--- config.mk ---
export PLATFORM = sky130hd
export DESIGN_NAME = smms_ctrl
export DESIGN_NICKNAME = d
export VERILOG_FILES = /design/src/sv/smms_pkg.sv /design/src/sv/smms_ctrl.sv
export SDC_FILE = /design/constraint.sdc
export NUM_CORES = 1
export LEC_CHECK = 0
export BUFFER_PORTS_ARGS = -buffer_cell sky130_fd_sc_hd__buf_2
export CAP_MARGIN = 20
export CORE_AREA = 2 2 56 79
export CTS_CLUSTER_DIAMETER = 120
export DETAILED_ROUTE_END_ITERATION = 8
export DIE_AREA = 0 0 58 81
export GPL_ROUTABILITY_DRIVEN = 0
export PLACE_DENSITY_LB_ADDON = 0.08
export SYNTH_ARGS = -nofsm -noshare
export SYNTH_HDL_FRONTEND = slang
export SYNTH_SLANG_ARGS = --single-unit
--- constraint.sdc ---
create_clock -name clk_i -period 3.2 [get_ports clk_i]
set_input_delay 0.8 -clock clk_i [delete_from_list [all_inputs] [get_ports clk_i]]
set_output_delay 0.8 -clock clk_i [all_outputs]
set_load 0.01 [all_outputs]
--- src/sv/smms_pkg.sv ---
package smms_pkg;

  // Fixed field widths of the block.
  localparam int unsigned SAMPLE_W  = 16;
  localparam int unsigned COEF_W    = 16;
  localparam int unsigned FRAC_W    = COEF_W - 2;
  localparam int unsigned SLEW_W    = 16;
  localparam int unsigned SLOTS     = 8;
  localparam int unsigned SLOT_W    = 3;
  localparam int unsigned CNT_W     = SLOT_W + 1;
  localparam int unsigned CODE_W    = 4;
  localparam int unsigned CH_W      = 3;
  localparam int unsigned LANE_W    = 16;
  localparam int unsigned BUS_W     = 64;
  localparam int unsigned TAB_DEPTH = 16;
  localparam int unsigned TAB_AW    = 4;
  localparam int unsigned CFG_W     = 32;
  localparam int unsigned CFG_IDX_W = 2;

  // Datapath widths. A blended coefficient scaled by the ramp length stays
  // within 33 bits; the numerator of the division stays below 2^48.
  localparam int unsigned PROD_W    = COEF_W + SLEW_W + 1;
  localparam int unsigned EL_W      = PROD_W + 1;
  localparam int unsigned TERM_W    = SAMPLE_W + EL_W;
  localparam int unsigned BUSS_W    = LANE_W + SLEW_W + 1;
  localparam int unsigned ACC_W     = TERM_W;
  localparam int unsigned MAG_W     = ACC_W - FRAC_W;
  localparam int unsigned QUO_W     = 18;
  localparam int unsigned DIV_CNT_W = 5;

  localparam logic signed [COEF_W-1:0] COEF_ONE = COEF_W'(1 << FRAC_W);
  localparam logic [TAB_AW-1:0] UNITY_LEFT_IDX  = TAB_AW'(0);
  localparam logic [TAB_AW-1:0] UNITY_RIGHT_IDX = TAB_AW'(3);

  localparam logic [SLEW_W-1:0] SLEW_RESET  = '0;
  localparam logic [CNT_W-1:0]  COUNT_RESET = CNT_W'(2);
  localparam logic [CFG_W-1:0]  MAP_RESET   = 32'hFFFF_FF10;

  localparam logic [QUO_W-1:0] MAG_HI = QUO_W'((1 << (SAMPLE_W - 1)) - 1);
  localparam logic [QUO_W-1:0] MAG_LO = QUO_W'(1 << (SAMPLE_W - 1));

  typedef enum logic [1:0] {
    OP_MIX   = 2'd0,
    OP_COEF  = 2'd1,
    OP_BEGIN = 2'd2
  } op_e;

  typedef enum logic [CFG_IDX_W-1:0] {
    CFG_SLEW_FRAMES   = 2'd0,
    CFG_CHANNEL_COUNT = 2'd1,
    CFG_CHANNEL_MAP   = 2'd2
  } cfg_e;

  typedef enum logic [8:0] {
    ST_IDLE = 9'b000000001,
    ST_SCAN = 9'b000000010,
    ST_MUL  = 9'b000000100,
    ST_SUM  = 9'b000001000,
    ST_TERM = 9'b000010000,
    ST_ACC  = 9'b000100000,
    ST_DIVP = 9'b001000000,
    ST_DIV  = 9'b010000000,
    ST_FIN  = 9'b100000000
  } state_e;

  typedef struct packed {
    logic              frame_start;
    logic              coef_wr;
    logic              tab_copy;
    logic              ramp_adv;
    logic              mul_en;
    logic              sum_en;
    logic              term_en;
    logic              acc_load;
    logic              acc_add;
    logic              div_init;
    logic              div_step;
    logic              out_load;
    logic              side;
    logic [SLOT_W-1:0] slot;
    logic [SLOT_W-1:0] pos;
    logic              last;
  } cmd_t;

  typedef struct packed {
    logic [SLOTS-1:0] known;
    logic             out_busy;
  } status_t;

endpackage

--- src/sv/smms_ctrl.sv ---
module smms_ctrl (
  input  logic                  clk_i,
  input  logic                  rst_ni,
  input  logic                  in_valid_i,
  output logic                  in_stall_o,
  input  logic [1:0]            op_i,
  input  smms_pkg::status_t     status_i,
  output smms_pkg::cmd_t        cmd_o
);

  smms_pkg::state_e state_q, state_d;
  logic [smms_pkg::CNT_W-1:0]     slot_q, slot_d;
  logic [smms_pkg::SLOT_W-1:0]    pos_q, pos_d;
  logic                           side_q, side_d;
  logic [smms_pkg::DIV_CNT_W-1:0] cnt_q, cnt_d;
  logic [smms_pkg::SLOT_W-1:0]    slot_idx;

  assign slot_idx   = slot_q[smms_pkg::SLOT_W-1:0];
  assign in_stall_o = (state_q != smms_pkg::ST_IDLE);

  always_comb begin
    state_d = state_q;
    slot_d  = slot_q;
    pos_d   = pos_q;
    side_d  = side_q;
    cnt_d   = cnt_q;
    cmd_o   = '0;
    cmd_o.side = side_q;
    cmd_o.slot = slot_idx;
    cmd_o.pos  = pos_q;
    // Last word of the frame when no known slot follows this one.
    cmd_o.last = ((status_i.known >> slot_idx) >> 1) == '0;

    unique case (state_q)
      smms_pkg::ST_IDLE: begin
        if (in_valid_i) begin
          unique case (op_i)
            smms_pkg::OP_MIX: begin
              cmd_o.frame_start = 1'b1;
              slot_d  = '0;
              pos_d   = '0;
              side_d  = 1'b0;
              state_d = smms_pkg::ST_SCAN;
            end
            smms_pkg::OP_COEF:  cmd_o.coef_wr  = 1'b1;
            smms_pkg::OP_BEGIN: cmd_o.tab_copy = 1'b1;
            default: ;
          endcase
        end
      end
      smms_pkg::ST_SCAN: begin
        if (slot_q == smms_pkg::CNT_W'(smms_pkg::SLOTS)) begin
          cmd_o.ramp_adv = 1'b1;
          state_d = smms_pkg::ST_IDLE;
        end else if (status_i.known[slot_idx]) begin
          side_d  = 1'b0;
          state_d = smms_pkg::ST_MUL;
        end else begin
          slot_d = slot_q + 1'b1;
        end
      end
      smms_pkg::ST_MUL: begin
        cmd_o.mul_en  = 1'b1;
        // The left term is folded in while the right coefficient is formed.
        cmd_o.acc_add = side_q;
        state_d = smms_pkg::ST_SUM;
      end
      smms_pkg::ST_SUM: begin
        cmd_o.sum_en   = 1'b1;
        cmd_o.acc_load = !side_q;
        state_d = smms_pkg::ST_TERM;
      end
      smms_pkg::ST_TERM: begin
        cmd_o.term_en = 1'b1;
        if (side_q) begin
          state_d = smms_pkg::ST_ACC;
        end else begin
          side_d  = 1'b1;
          state_d = smms_pkg::ST_MUL;
        end
      end
      smms_pkg::ST_ACC: begin
        cmd_o.acc_add = 1'b1;
        state_d = smms_pkg::ST_DIVP;
      end
      smms_pkg::ST_DIVP: begin
        cmd_o.div_init = 1'b1;
        cnt_d   = '0;
        state_d = smms_pkg::ST_DIV;
      end
      smms_pkg::ST_DIV: begin
        cmd_o.div_step = 1'b1;
        cnt_d = cnt_q + 1'b1;
        if (cnt_q == smms_pkg::DIV_CNT_W'(smms_pkg::QUO_W - 1)) begin
          state_d = smms_pkg::ST_FIN;
        end
      end
      smms_pkg::ST_FIN: begin
        if (!status_i.out_busy) begin
          cmd_o.out_load = 1'b1;
          pos_d   = pos_q + 1'b1;
          slot_d  = slot_q + 1'b1;
          side_d  = 1'b0;
          state_d = smms_pkg::ST_SCAN;
        end
      end
      default: state_d = smms_pkg::ST_IDLE;
    endcase
  end

  always_ff @(posedge clk_i or negedge rst_ni) begin
    if (!rst_ni) begin
      state_q <= smms_pkg::ST_IDLE;
      slot_q  <= '0;
      pos_q   <= '0;
      side_q  <= 1'b0;
      cnt_q   <= '0;
    end else begin
      state_q <= state_d;
      slot_q  <= slot_d;
      pos_q   <= pos_d;
      side_q  <= side_d;
      cnt_q   <= cnt_d;
    end
  end

endmodule

==> impl_results.html, run 1 <==
<table>
<tr><th>Metric</th><th>Value</th></tr>
<tr><th colspan="2">Floorplanning</th></tr>
<tr><td>Number of top-level design ports</td><td>35</td></tr>
<tr><td>X dimension of the die</td><td>58 um</td></tr>
<tr><td>Area of the core</td><td>a little over 4000 um^2</td></tr>
<tr><td>Total Die Area</td><td>about 4700 um^2</td></tr>
<tr><td>Chip Height</td><td>approximately 81 um</td></tr>
<tr><td>Row count</td><td>28</td></tr>
<tr><td>Starting utilization of the core area</td><td>approximately two fifths</td></tr>
<tr><th colspan="2">Global route</th></tr>
<tr><td>Global-route wire length before repair</td><td>around 6300 um</td></tr>
<tr><td>Maximum number of pins on one net before global-route repair</td><td>23</td></tr>
<tr><td>Via count of the first global-routing pass</td><td>1367</td></tr>
<tr><td>Number of antenna violations at the first check in global routing</td><td>0</td></tr>
<tr><td>Residual overflow from global routing</td><td>0</td></tr>
<tr><td>Overall routing resource usage</td><td>between 15 and 20%</td></tr>
<tr><th colspan="2">Critical path</th></tr>
<tr><td>Endpoint type of the worst setup path</td><td>output pin</td></tr>
<tr><td>Critical path type</td><td>flop to output pin</td></tr>
<tr><td>Launching element type of the critical path</td><td>flop</td></tr>
<tr><td>Crit path DAT</td><td>~2.3 ns</td></tr>
<tr><td>Critical path data required time</td><td>around 2.4 ns</td></tr>
<tr><td>Worst-path maximum fanout</td><td>8</td></tr>
<tr><th colspan="2">Clock tree</th></tr>
<tr><td>TritonCTS clock tree</td><td>done</td></tr>
<tr><td>Number of buffers on the longest clock path</td><td>2</td></tr>
<tr><td>Sinks on Clock Net</td><td>22</td></tr>
<tr><td>Clock-pin slew on the worst setup and hold paths</td><td>~0.080 ns</td></tr>
<tr><td>Root Buffer</td><td>clkbuf_8</td></tr>
<tr><td>Clock buffers created by TritonCTS</td><td>3</td></tr>
<tr><td>CTS H-tree lvls</td><td>1</td></tr>
<tr><td>Later-pin clock latency in the skew report</td><td>~0.26 ns</td></tr>
<tr><th colspan="2">Route</th></tr>
<tr><td>Routed wirelength normalized by instance count</td><td>14.9 um</td></tr>
<tr><td>Drc violations</td><td>0</td></tr>
<tr><td>DRT iter0 DRCs</td><td>39</td></tr>
<tr><td>Routed wire length</td><td>between 3000 and 4000 um</td></tr>
<tr><td>Via count</td><td>1367</td></tr>
<tr><td>Vias per cell</td><td>~5.6</td></tr>
<tr><td>Number of nets with antenna violations after routing</td><td>0</td></tr>
<tr><td>Drt pass-1 iters</td><td>4</td></tr>
<tr><th colspan="2">STA</th></tr>
<tr><td>Post-Route Setup TNS</td><td>0 ns</td></tr>
<tr><td>Worst-case clock skew</td><td>~0.0037 ns</td></tr>
<tr><td>Final slew viol count</td><td>0</td></tr>
<tr><td>Number of failing hold endpoints at the final stage</td><td>0</td></tr>
<tr><td>Min cycle time layout</td><td>3.09 ns</td></tr>
<tr><td>Peak clock frequency supported by timing</td><td>between 300 and 400 MHz</td></tr>
<tr><td>Measured slew at the worst slew-check pin</td><td>0.619 ns</td></tr>
<tr><td>Final setup violation count</td><td>0</td></tr>
<tr><td>Worst path setup slack after routing</td><td>0.115 ns</td></tr>
<tr><td>Portion of the clock cycle consumed by the worst path in the final layout</td><td>just under 100%</td></tr>
<tr><td>Unrepaired setup endpoints after global routing</td><td>false</td></tr>
<tr><td>Worst-case headroom to the max-slew limit</td><td>between 50 and 60%</td></tr>
<tr><th colspan="2">Synthesis</th></tr>
<tr><td>Biggest area consumer among synthesized cells</td><td>dfrtp_1</td></tr>
<tr><td>Proportion of synthesized flip-flops having asynchronous set or reset</td><td>100%</td></tr>
<tr><td>Cell area after synthesis</td><td>roughly 1500 um^2</td></tr>
<tr><td>Sequential fraction of the synthesis area</td><td>between 30% and 40%</td></tr>
<tr><td>Prevailing post-synth register cell</td><td>dfrtp_1</td></tr>
<tr><td>Mapped Avg Cell Area</td><td>9.00 um^2</td></tr>
<tr><td>Total nets after synthesis</td><td>between 150 and 200</td></tr>
<tr><td>Cells after synthesis</td><td>between 150 and 200</td></tr>
<tr><td>Share of the synthesized area in the top cell type</td><td>between 30% and 40%</td></tr>
<tr><td>Top post-synthesis cells by area</td><td>dfrtp_1 34%, o21ai_0 5.2%, ha_1 4.0%</td></tr>
<tr><td>Ys Warns</td><td>0</td></tr>
<tr><td>Number of synthesized flops with an enable pin</td><td>0</td></tr>
<tr><td>Register bit count reported by yosys</td><td>22</td></tr>
<tr><td>Number of distinct library cells after synthesis</td><td>50</td></tr>
<tr><th colspan="2">Power and ir drop</th></tr>
<tr><td>Leakage Power</td><td>0.861 nW</td></tr>
<tr><td>Pwr/cell area</td><td>~460 nW/um^2</td></tr>
<tr><td>Peak supply drop</td><td>approximately 250 uV</td></tr>
<tr><th colspan="2">Min path</th></tr>
<tr><td>Worst min path class</td><td>flop to flop</td></tr>
<tr><th colspan="2">Placement</th></tr>
<tr><td>Port buffer count</td><td>34</td></tr>
<tr><td>Worst-case setup slack after placement</td><td>around 0.37 ns</td></tr>
<tr><td>Dpl hpwl</td><td>~3000 um</td></tr>
<tr><th colspan="2">Cells and area</th></tr>
<tr><td>Fraction of final layout cells with drive strength greater than 1</td><td>28.0%</td></tr>
<tr><td>Diodes inserted</td><td>0</td></tr>
<tr><td>Area growth from synthesis to layout</td><td>14.6%</td></tr>
<tr><td>Utilization after layout</td><td>43.6%</td></tr>
<tr><td>Final net count</td><td>220</td></tr>
<tr><th colspan="2">Status</th></tr>
<tr><td>Status</td><td>complete, no violations</td></tr>
<tr><th colspan="2">Run</th></tr>
<tr><td>Max-cap violations</td><td>0</td></tr>
</table>
[layer usage]
layer | wire (um) | global-route usage, %
met5 | 0 | 0
met4 | 51 | 6.28
met3 | 91 | 1.91
met1 | 1350 | 17.7
met2 | 2150 | 34.0
[state kept, by name, summed over array words and instances, names as in the netlist]
name and cells:
side_q 1, state_q 9, cnt_q 5, pos_q 3
slot_q 4
[power by group]
part | internal (W) | switching, W
clock | 0.000110 | 0.0000922
combinational | 0.000121 | 0.000157
sequential | 0.000300 | 0.0000354
[synth_stat cells (2+ instances only)]
library cell and instances:
ha_1 5, dfrtp_1 21, inv_1 10, nor3b_1 6, buf_4 5, clkbuf_1 2, a21oi_1 8, or3_1 2
buf_2 3, nand2b_1 5, nor2_1 13, nand4_1 3, and2_1 2, o22ai_1 3, nor4_1 2, nor3_1 6
nand3_1 6, or4_4 2, or3b_2 2, o21ai_0 16, mux4_2 2, xnor2_1 2, xor2_1 4, nand2_1 12
a21o_1 4, nand3b_1 2
[cells in the final DEF, fill, tap and decap left out, drive strengths merged, types with 2 or more instances in the layout]
cell type / n
a21o: 4
a21oi: 9
and2: 2
buf: 35
clkbuf: 4
dfrtp: 21
ha: 5
inv: 10
mux4: 2
nand2: 12
nand2b: 5
nand3: 6
nand3b: 2
nand4: 3
nor2: 13
nor3: 6
nor3b: 6
nor4: 3
o21ai: 16
o22ai: 3
o41ai: 2
or3: 2
or3b: 2
or4: 3
xnor2: 2
xor2: 4
[through the flow]
| step | power [W] | instances | cell area, um^2 | hold WS [ns] |
|---|---|---|---|---|
| after detailed placement | 0.000613 | 240 | 1700 | 0.474 |
| final | 0.000815 | 245 | 1770 | 0.483 |
| after CTS | 0.000816 | 244 | 1760 | 0.486 |
| after floorplan | 0.000541 | 172 | 1550 | 0.479 |
| after global routing | 0.000872 | 245 | 1770 | 0.517 |
| after global placement | 0.000606 | 240 | 1700 | 0.463 |
[worst max-delay path, cell delays in order, from the launching register on]
cell and delay [ns]:
dfstp_2 0.60, or4b_2 0.62, or3_1 0.39, nor4bb_1 0.25, buf_2 0.17
[cell families (layout without fill, tap and decap cells)]
logic type | after synthesis | in the layout | share of synthesized area (%)
AOI/OAI and AO/OA | 41 | 41 | 17.3
xor gates and xnor gates | 6 | 6 | 3.40
adders and majority gates | 5 | 5 | 4.04
buffers and inverters | 21 | 49 | 7.03
DFF | 22 | 22 | 35.7
muxes | 4 | 4 | 4.28
and+or+nand+nor | 73 | 73 | 28.3
[cell type report]
class / instances / area, um^2
clock buffers: 4 / 55.1
fillers: 415 / 2290
inverters: 10 / 37.5
multi-input cells: 129 / 893
flip-flops and latches: 22 / 553
well taps: 45 / 56.3
repair buffers: 35 / 178
[worst paths after layout]
kind                            start  depth (start not counted)         end  slack, ns
max reg2reg                state_q[0]                          5  state_q[8]       1.07
max in group asynchronous      rst_ni                          1  state_q[8]       2.32
min                          pos_q[2]                          1    pos_q[2]       0.48
max                        state_q[0]                          4   cmd_o[17]       0.11
min reg2reg                  pos_q[2]                          1    pos_q[2]       0.48
min in group asynchronous      rst_ni                          1  state_q[7]       0.50
[repair_timing]
action,CTS,global route
resized for setup,0,2
setup buffers,0,1
hold buffers,0,0
endpoints found under the setup margin,0,3
(Power assumes the default switching activity.)
==> run 2: changes to the inputs <==
--- a/config.mk
+++ b/config.mk
@@ -5,12 +5,13 @@
 export SDC_FILE = /design/constraint.sdc
 export NUM_CORES = 1
 export LEC_CHECK = 0
+export ABC_AREA = 1
 export BUFFER_PORTS_ARGS = -buffer_cell sky130_fd_sc_hd__buf_2
 export CAP_MARGIN = 20
-export CORE_AREA = 2 2 56 79
+export CORE_AREA = 2 2 58 82
 export CTS_CLUSTER_DIAMETER = 120
 export DETAILED_ROUTE_END_ITERATION = 8
-export DIE_AREA = 0 0 58 81
+export DIE_AREA = 0 0 60 84
 export GPL_ROUTABILITY_DRIVEN = 0
 export PLACE_DENSITY_LB_ADDON = 0.08
 export SYNTH_ARGS = -nofsm -noshare
==> run 2 against run 1 <==
Critical path type unchanged. Final area up 9.9%. Setup slack better by 0.58 ns. Critical endpoint is now cmd_o[16]. Final cell count up 32%.
==> impl_results.html, run 2 <==
<table>
<tr><th>Metric</th><th>Value</th></tr>
<tr><th colspan="2">Status</th></tr>
<tr><td>Status</td><td>complete, no violations</td></tr>
<tr><th colspan="2">Synthesis</th></tr>
<tr><td>Cells after synthesis</td><td>between 200 and 250</td></tr>
<tr><td>Cell area after synthesis</td><td>~1700 um^2</td></tr>
<tr><td>Biggest area consumer among synthesized cells</td><td>dfrtp_1</td></tr>
<tr><td>Top post-synthesis cells by area</td><td>dfrtp_1 31%, nand2_1 10%, nand3_1 8.3%</td></tr>
<tr><td>Mapped Avg Cell Area</td><td>7.29 um^2</td></tr>
<tr><td>Number of synthesized flops with an enable pin</td><td>0</td></tr>
<tr><td>Most frequent cells after synthesis</td><td>45 x nand2_1, 35 x inv_1, 28 x nand3_1</td></tr>
<tr><td>Number of distinct library cells after synthesis</td><td>32</td></tr>
<tr><td>Share of the synthesized area in the top cell type</td><td>about 31%</td></tr>
<tr><td>Ys Warns</td><td>0</td></tr>
<tr><td>Prevailing post-synth register cell</td><td>dfrtp_1</td></tr>
<tr><td>Total nets after synthesis</td><td>250</td></tr>
<tr><td>Proportion of synthesized flip-flops having asynchronous set or reset</td><td>100%</td></tr>
<tr><td>Sequential fraction of the synthesis area</td><td>~33%</td></tr>
<tr><td>Register bit count reported by yosys</td><td>22</td></tr>
<tr><td>Most common cell in the synthesized netlist</td><td>nand2_1</td></tr>
<tr><th colspan="2">Global route</th></tr>
<tr><td>Via count of the first global-routing pass</td><td>1446</td></tr>
<tr><td>Number of antenna violations at the first check in global routing</td><td>0</td></tr>
<tr><td>Residual overflow from global routing</td><td>0</td></tr>
<tr><td>Maximum number of pins on one net before global-route repair</td><td>23</td></tr>
<tr><td>Overall routing resource usage</td><td>approximately 17%</td></tr>
<tr><td>Global-route wire length before repair</td><td>around 6600 um</td></tr>
<tr><th colspan="2">Critical path</th></tr>
<tr><td>Critical path data required time</td><td>around 2.4 ns</td></tr>
<tr><td>Endpoint type of the worst setup path</td><td>output pin</td></tr>
<tr><td>Worst-path maximum fanout</td><td>8</td></tr>
<tr><td>Number of cells on the worst reg-to-reg path</td><td>9</td></tr>
<tr><td>Launching element type of the critical path</td><td>flop</td></tr>
<tr><td>Critical path type</td><td>flop to output pin</td></tr>
<tr><td>Crit path DAT</td><td>around 1.7 ns</td></tr>
<tr><th colspan="2">Route</th></tr>
<tr><td>Total length of routed met3 wires</td><td>110 um</td></tr>
<tr><td>Sum of routed wire segments on met1</td><td>~1600 um</td></tr>
<tr><td>Highest routed layer</td><td>met4</td></tr>
<tr><td>Routed met2 length</td><td>roughly 2000 um</td></tr>
<tr><td>Routed wirelength normalized by instance count</td><td>11.6 um</td></tr>
<tr><td>Via count</td><td>1526</td></tr>
<tr><td>Drc violations</td><td>0</td></tr>
<tr><td>Drt pass-1 iters</td><td>4</td></tr>
<tr><td>Vias per cell</td><td>4.71</td></tr>
<tr><td>Number of nets with antenna violations after routing</td><td>0</td></tr>
<tr><td>Routed wire length</td><td>~3800 um</td></tr>
<tr><td>DRT iter0 DRCs</td><td>48</td></tr>
<tr><th colspan="2">Cells and area</th></tr>
<tr><td>Register name with the most flops</td><td>state_q</td></tr>
<tr><td>Final net count</td><td>about 280</td></tr>
<tr><td>Total area of sequential cells</td><td>roughly 550 um^2</td></tr>
<tr><td>Fillers</td><td>467</td></tr>
<tr><td>Highest-count cells in the layout ignoring fill and taps</td><td>45 x nand2_1, 35 x inv_1, 34 x buf_2</td></tr>
<tr><td>Area of the multi-input gates</td><td>~930 um^2</td></tr>
<tr><td>Final non-filler cell area</td><td>~2000 um^2</td></tr>
<tr><td>Fraction of final layout cells with drive strength greater than 1</td><td>~28%</td></tr>
<tr><td>Largest register FFs</td><td>9</td></tr>
<tr><td>Largest registers in the final layout</td><td>state_q: 9 flops, cnt_q: 5 flops, slot_q: 4 flops</td></tr>
<tr><td>Number of cells in the finished layout apart from fillers</td><td>about 320</td></tr>
<tr><td>Area growth from synthesis to layout</td><td>15.8%</td></tr>
<tr><td>Most common cell after layout, fill and taps aside</td><td>nand2_1</td></tr>
<tr><td>Diodes inserted</td><td>0</td></tr>
<tr><th colspan="2">STA</th></tr>
<tr><td>Number of failing hold endpoints at the final stage</td><td>0</td></tr>
<tr><td>Portion of the clock cycle consumed by the worst path in the final layout</td><td>between 70% and 80%</td></tr>
<tr><td>Min cycle time layout</td><td>2.50 ns</td></tr>
<tr><td>Unrepaired setup endpoints after global routing</td><td>false</td></tr>
<tr><td>Worst path setup slack after routing</td><td>0.697 ns</td></tr>
<tr><td>Peak clock frequency supported by timing</td><td>400 MHz</td></tr>
<tr><td>Final slew viol count</td><td>0</td></tr>
<tr><td>Measured slew at the worst slew-check pin</td><td>0.485 ns</td></tr>
<tr><td>Final setup violation count</td><td>0</td></tr>
<tr><td>Worst-case clock skew</td><td>roughly 0.0035 ns</td></tr>
<tr><td>Post-Route Setup TNS</td><td>0 ns</td></tr>
<tr><td>Worst-case headroom to the max-slew limit</td><td>between 60% and 70%</td></tr>
<tr><th colspan="2">Clock tree</th></tr>
<tr><td>Buffers inserted during post-CTS setup optimization</td><td>0</td></tr>
<tr><td>Number of instances resized during post-cts repair</td><td>0</td></tr>
<tr><td>CTS Hold Buffers Added</td><td>0</td></tr>
<tr><td>Number of buffers on the longest clock path</td><td>2</td></tr>
<tr><td>Clock-pin slew on the worst setup and hold paths</td><td>0.08 ns</td></tr>
<tr><td>Clock buffers created by TritonCTS</td><td>3</td></tr>
<tr><td>Sinks on Clock Net</td><td>22</td></tr>
<tr><td>Root Buffer</td><td>clkbuf_8</td></tr>
<tr><td>CTS H-tree lvls</td><td>1</td></tr>
<tr><td>Later-pin clock latency in the skew report</td><td>0.26 ns</td></tr>
<tr><td>TritonCTS clock tree</td><td>done</td></tr>
<tr><th colspan="2">Power and ir drop</th></tr>
<tr><td>Portion of total power attributed to the clock network</td><td>a little over a fifth</td></tr>
<tr><td>Pwr/cell area</td><td>just over 600 nW/um^2</td></tr>
<tr><td>Leakage Power</td><td>about 1.1 nW</td></tr>
<tr><td>Sw Ratio</td><td>approximately 44%</td></tr>
<tr><td>Peak supply drop</td><td>240 uV</td></tr>
<tr><td>Sequential cell fraction of total power</td><td>30.6%</td></tr>
<tr><td>Cell internal pwr</td><td>slightly below 0.0007 W</td></tr>
<tr><td>Net Switching</td><td>between 0.0005 and 0.0006 W</td></tr>
<tr><td>Logic pwr share</td><td>48.2%</td></tr>
<tr><th colspan="2">Placement</th></tr>
<tr><td>Dpl hpwl</td><td>a little over 3000 um</td></tr>
<tr><td>Number of instances in the placed design</td><td>between 300 and 400</td></tr>
<tr><td>Placed standard-cell area</td><td>~1900 um^2</td></tr>
<tr><td>Worst-case setup slack after placement</td><td>approximately 0.94 ns</td></tr>
<tr><td>Port buffer count</td><td>34</td></tr>
<tr><th colspan="2">Floorplanning</th></tr>
<tr><td>Row count</td><td>29</td></tr>
<tr><td>Area of the core</td><td>roughly 4400 um^2</td></tr>
<tr><td>X dimension of the die</td><td>~60 um</td></tr>
<tr><td>Starting utilization of the core area</td><td>a little under two fifths</td></tr>
<tr><td>Number of top-level design ports</td><td>35</td></tr>
<tr><td>Chip Height</td><td>~84 um</td></tr>
<tr><td>Total Die Area</td><td>5040 um^2</td></tr>
<tr><th colspan="2">Run</th></tr>
<tr><td>Max-cap violations</td><td>0</td></tr>
<tr><th colspan="2">Min path</th></tr>
<tr><td>Worst min path class</td><td>primary input to async pin</td></tr>
</table>
run 2: cell families (layout without fill, tap and decap cells):
kind of cell	after synthesis	in the layout	synth area share [%]
simple gates	136	136	42.5
buf+inv	46	77	12.0
flops	22	22	32.8
compound gates	17	17	6.39
fa+ha+maj	5	5	3.72
xor+xnor	5	5	2.60
run 2: layout make-up:
cell class              count  share of cell area [%]
well taps                  62                    3.98
inverters                  39                    7.64
multi-input cells         163                    47.7
clock buffers               3                    2.12
flip-flops and latches     22                    28.3
clock inverters             1                    1.54
repair buffers             34                    8.73
run 2: worst paths after layout:
kind                              end        from  slack [ns]
setup / recovery            cmd_o[16]   slot_q[1]        0.70
hold / removal             state_q[3]      rst_ni        0.49
setup reg to reg            slot_q[0]  state_q[2]        1.52
hold reg to reg              pos_q[1]    pos_q[1]        0.51
max in group asynchronous  state_q[0]      rst_ni        2.36
min in group clk_i           pos_q[1]    pos_q[1]        0.51
run 2: per-layer routing:
layer  global-route usage [%]  vias up
met5                        0        -
met4                     6.06        0
met3                     1.40        7
met2                     29.2       42
met1                     21.7      684
li1                         -      793
run 2: power by group through the flow:
stage | registers (W) | logic, W | clock network, W
finish | 0.000372 | 0.000586 | 0.000258
global route | 0.000379 | 0.000675 | 0.000278
CTS | 0.000372 | 0.000597 | 0.000263
detailed placement | 0.000377 | 0.000596 | 0
global placement | 0.000378 | 0.000591 | 0
floorplan | 0.000364 | 0.000492 | 0
run 2: per-stage QoR:
stage          utilization [%]  hold slack, ns  total power (W)
2_1_floorplan                -           0.485         0.000856
3_3_place_gp              42.7           0.495         0.000969
3_5_place_dp              42.7           0.500         0.000973
4_1_cts                   44.4           0.511          0.00123
5_1_grt                   44.4           0.525          0.00133
6_report                  44.4           0.489          0.00122
run 2: worst max-delay path, cell delays in order (launching register included):
cell,delay [ns]
dfrtp_1,0.48
inv_1,0.20
ha_1,0.18
nand2_1,0.05
nor2_1,0.20
nand2_1,0.11
inv_1,0.08
buf_2,0.13
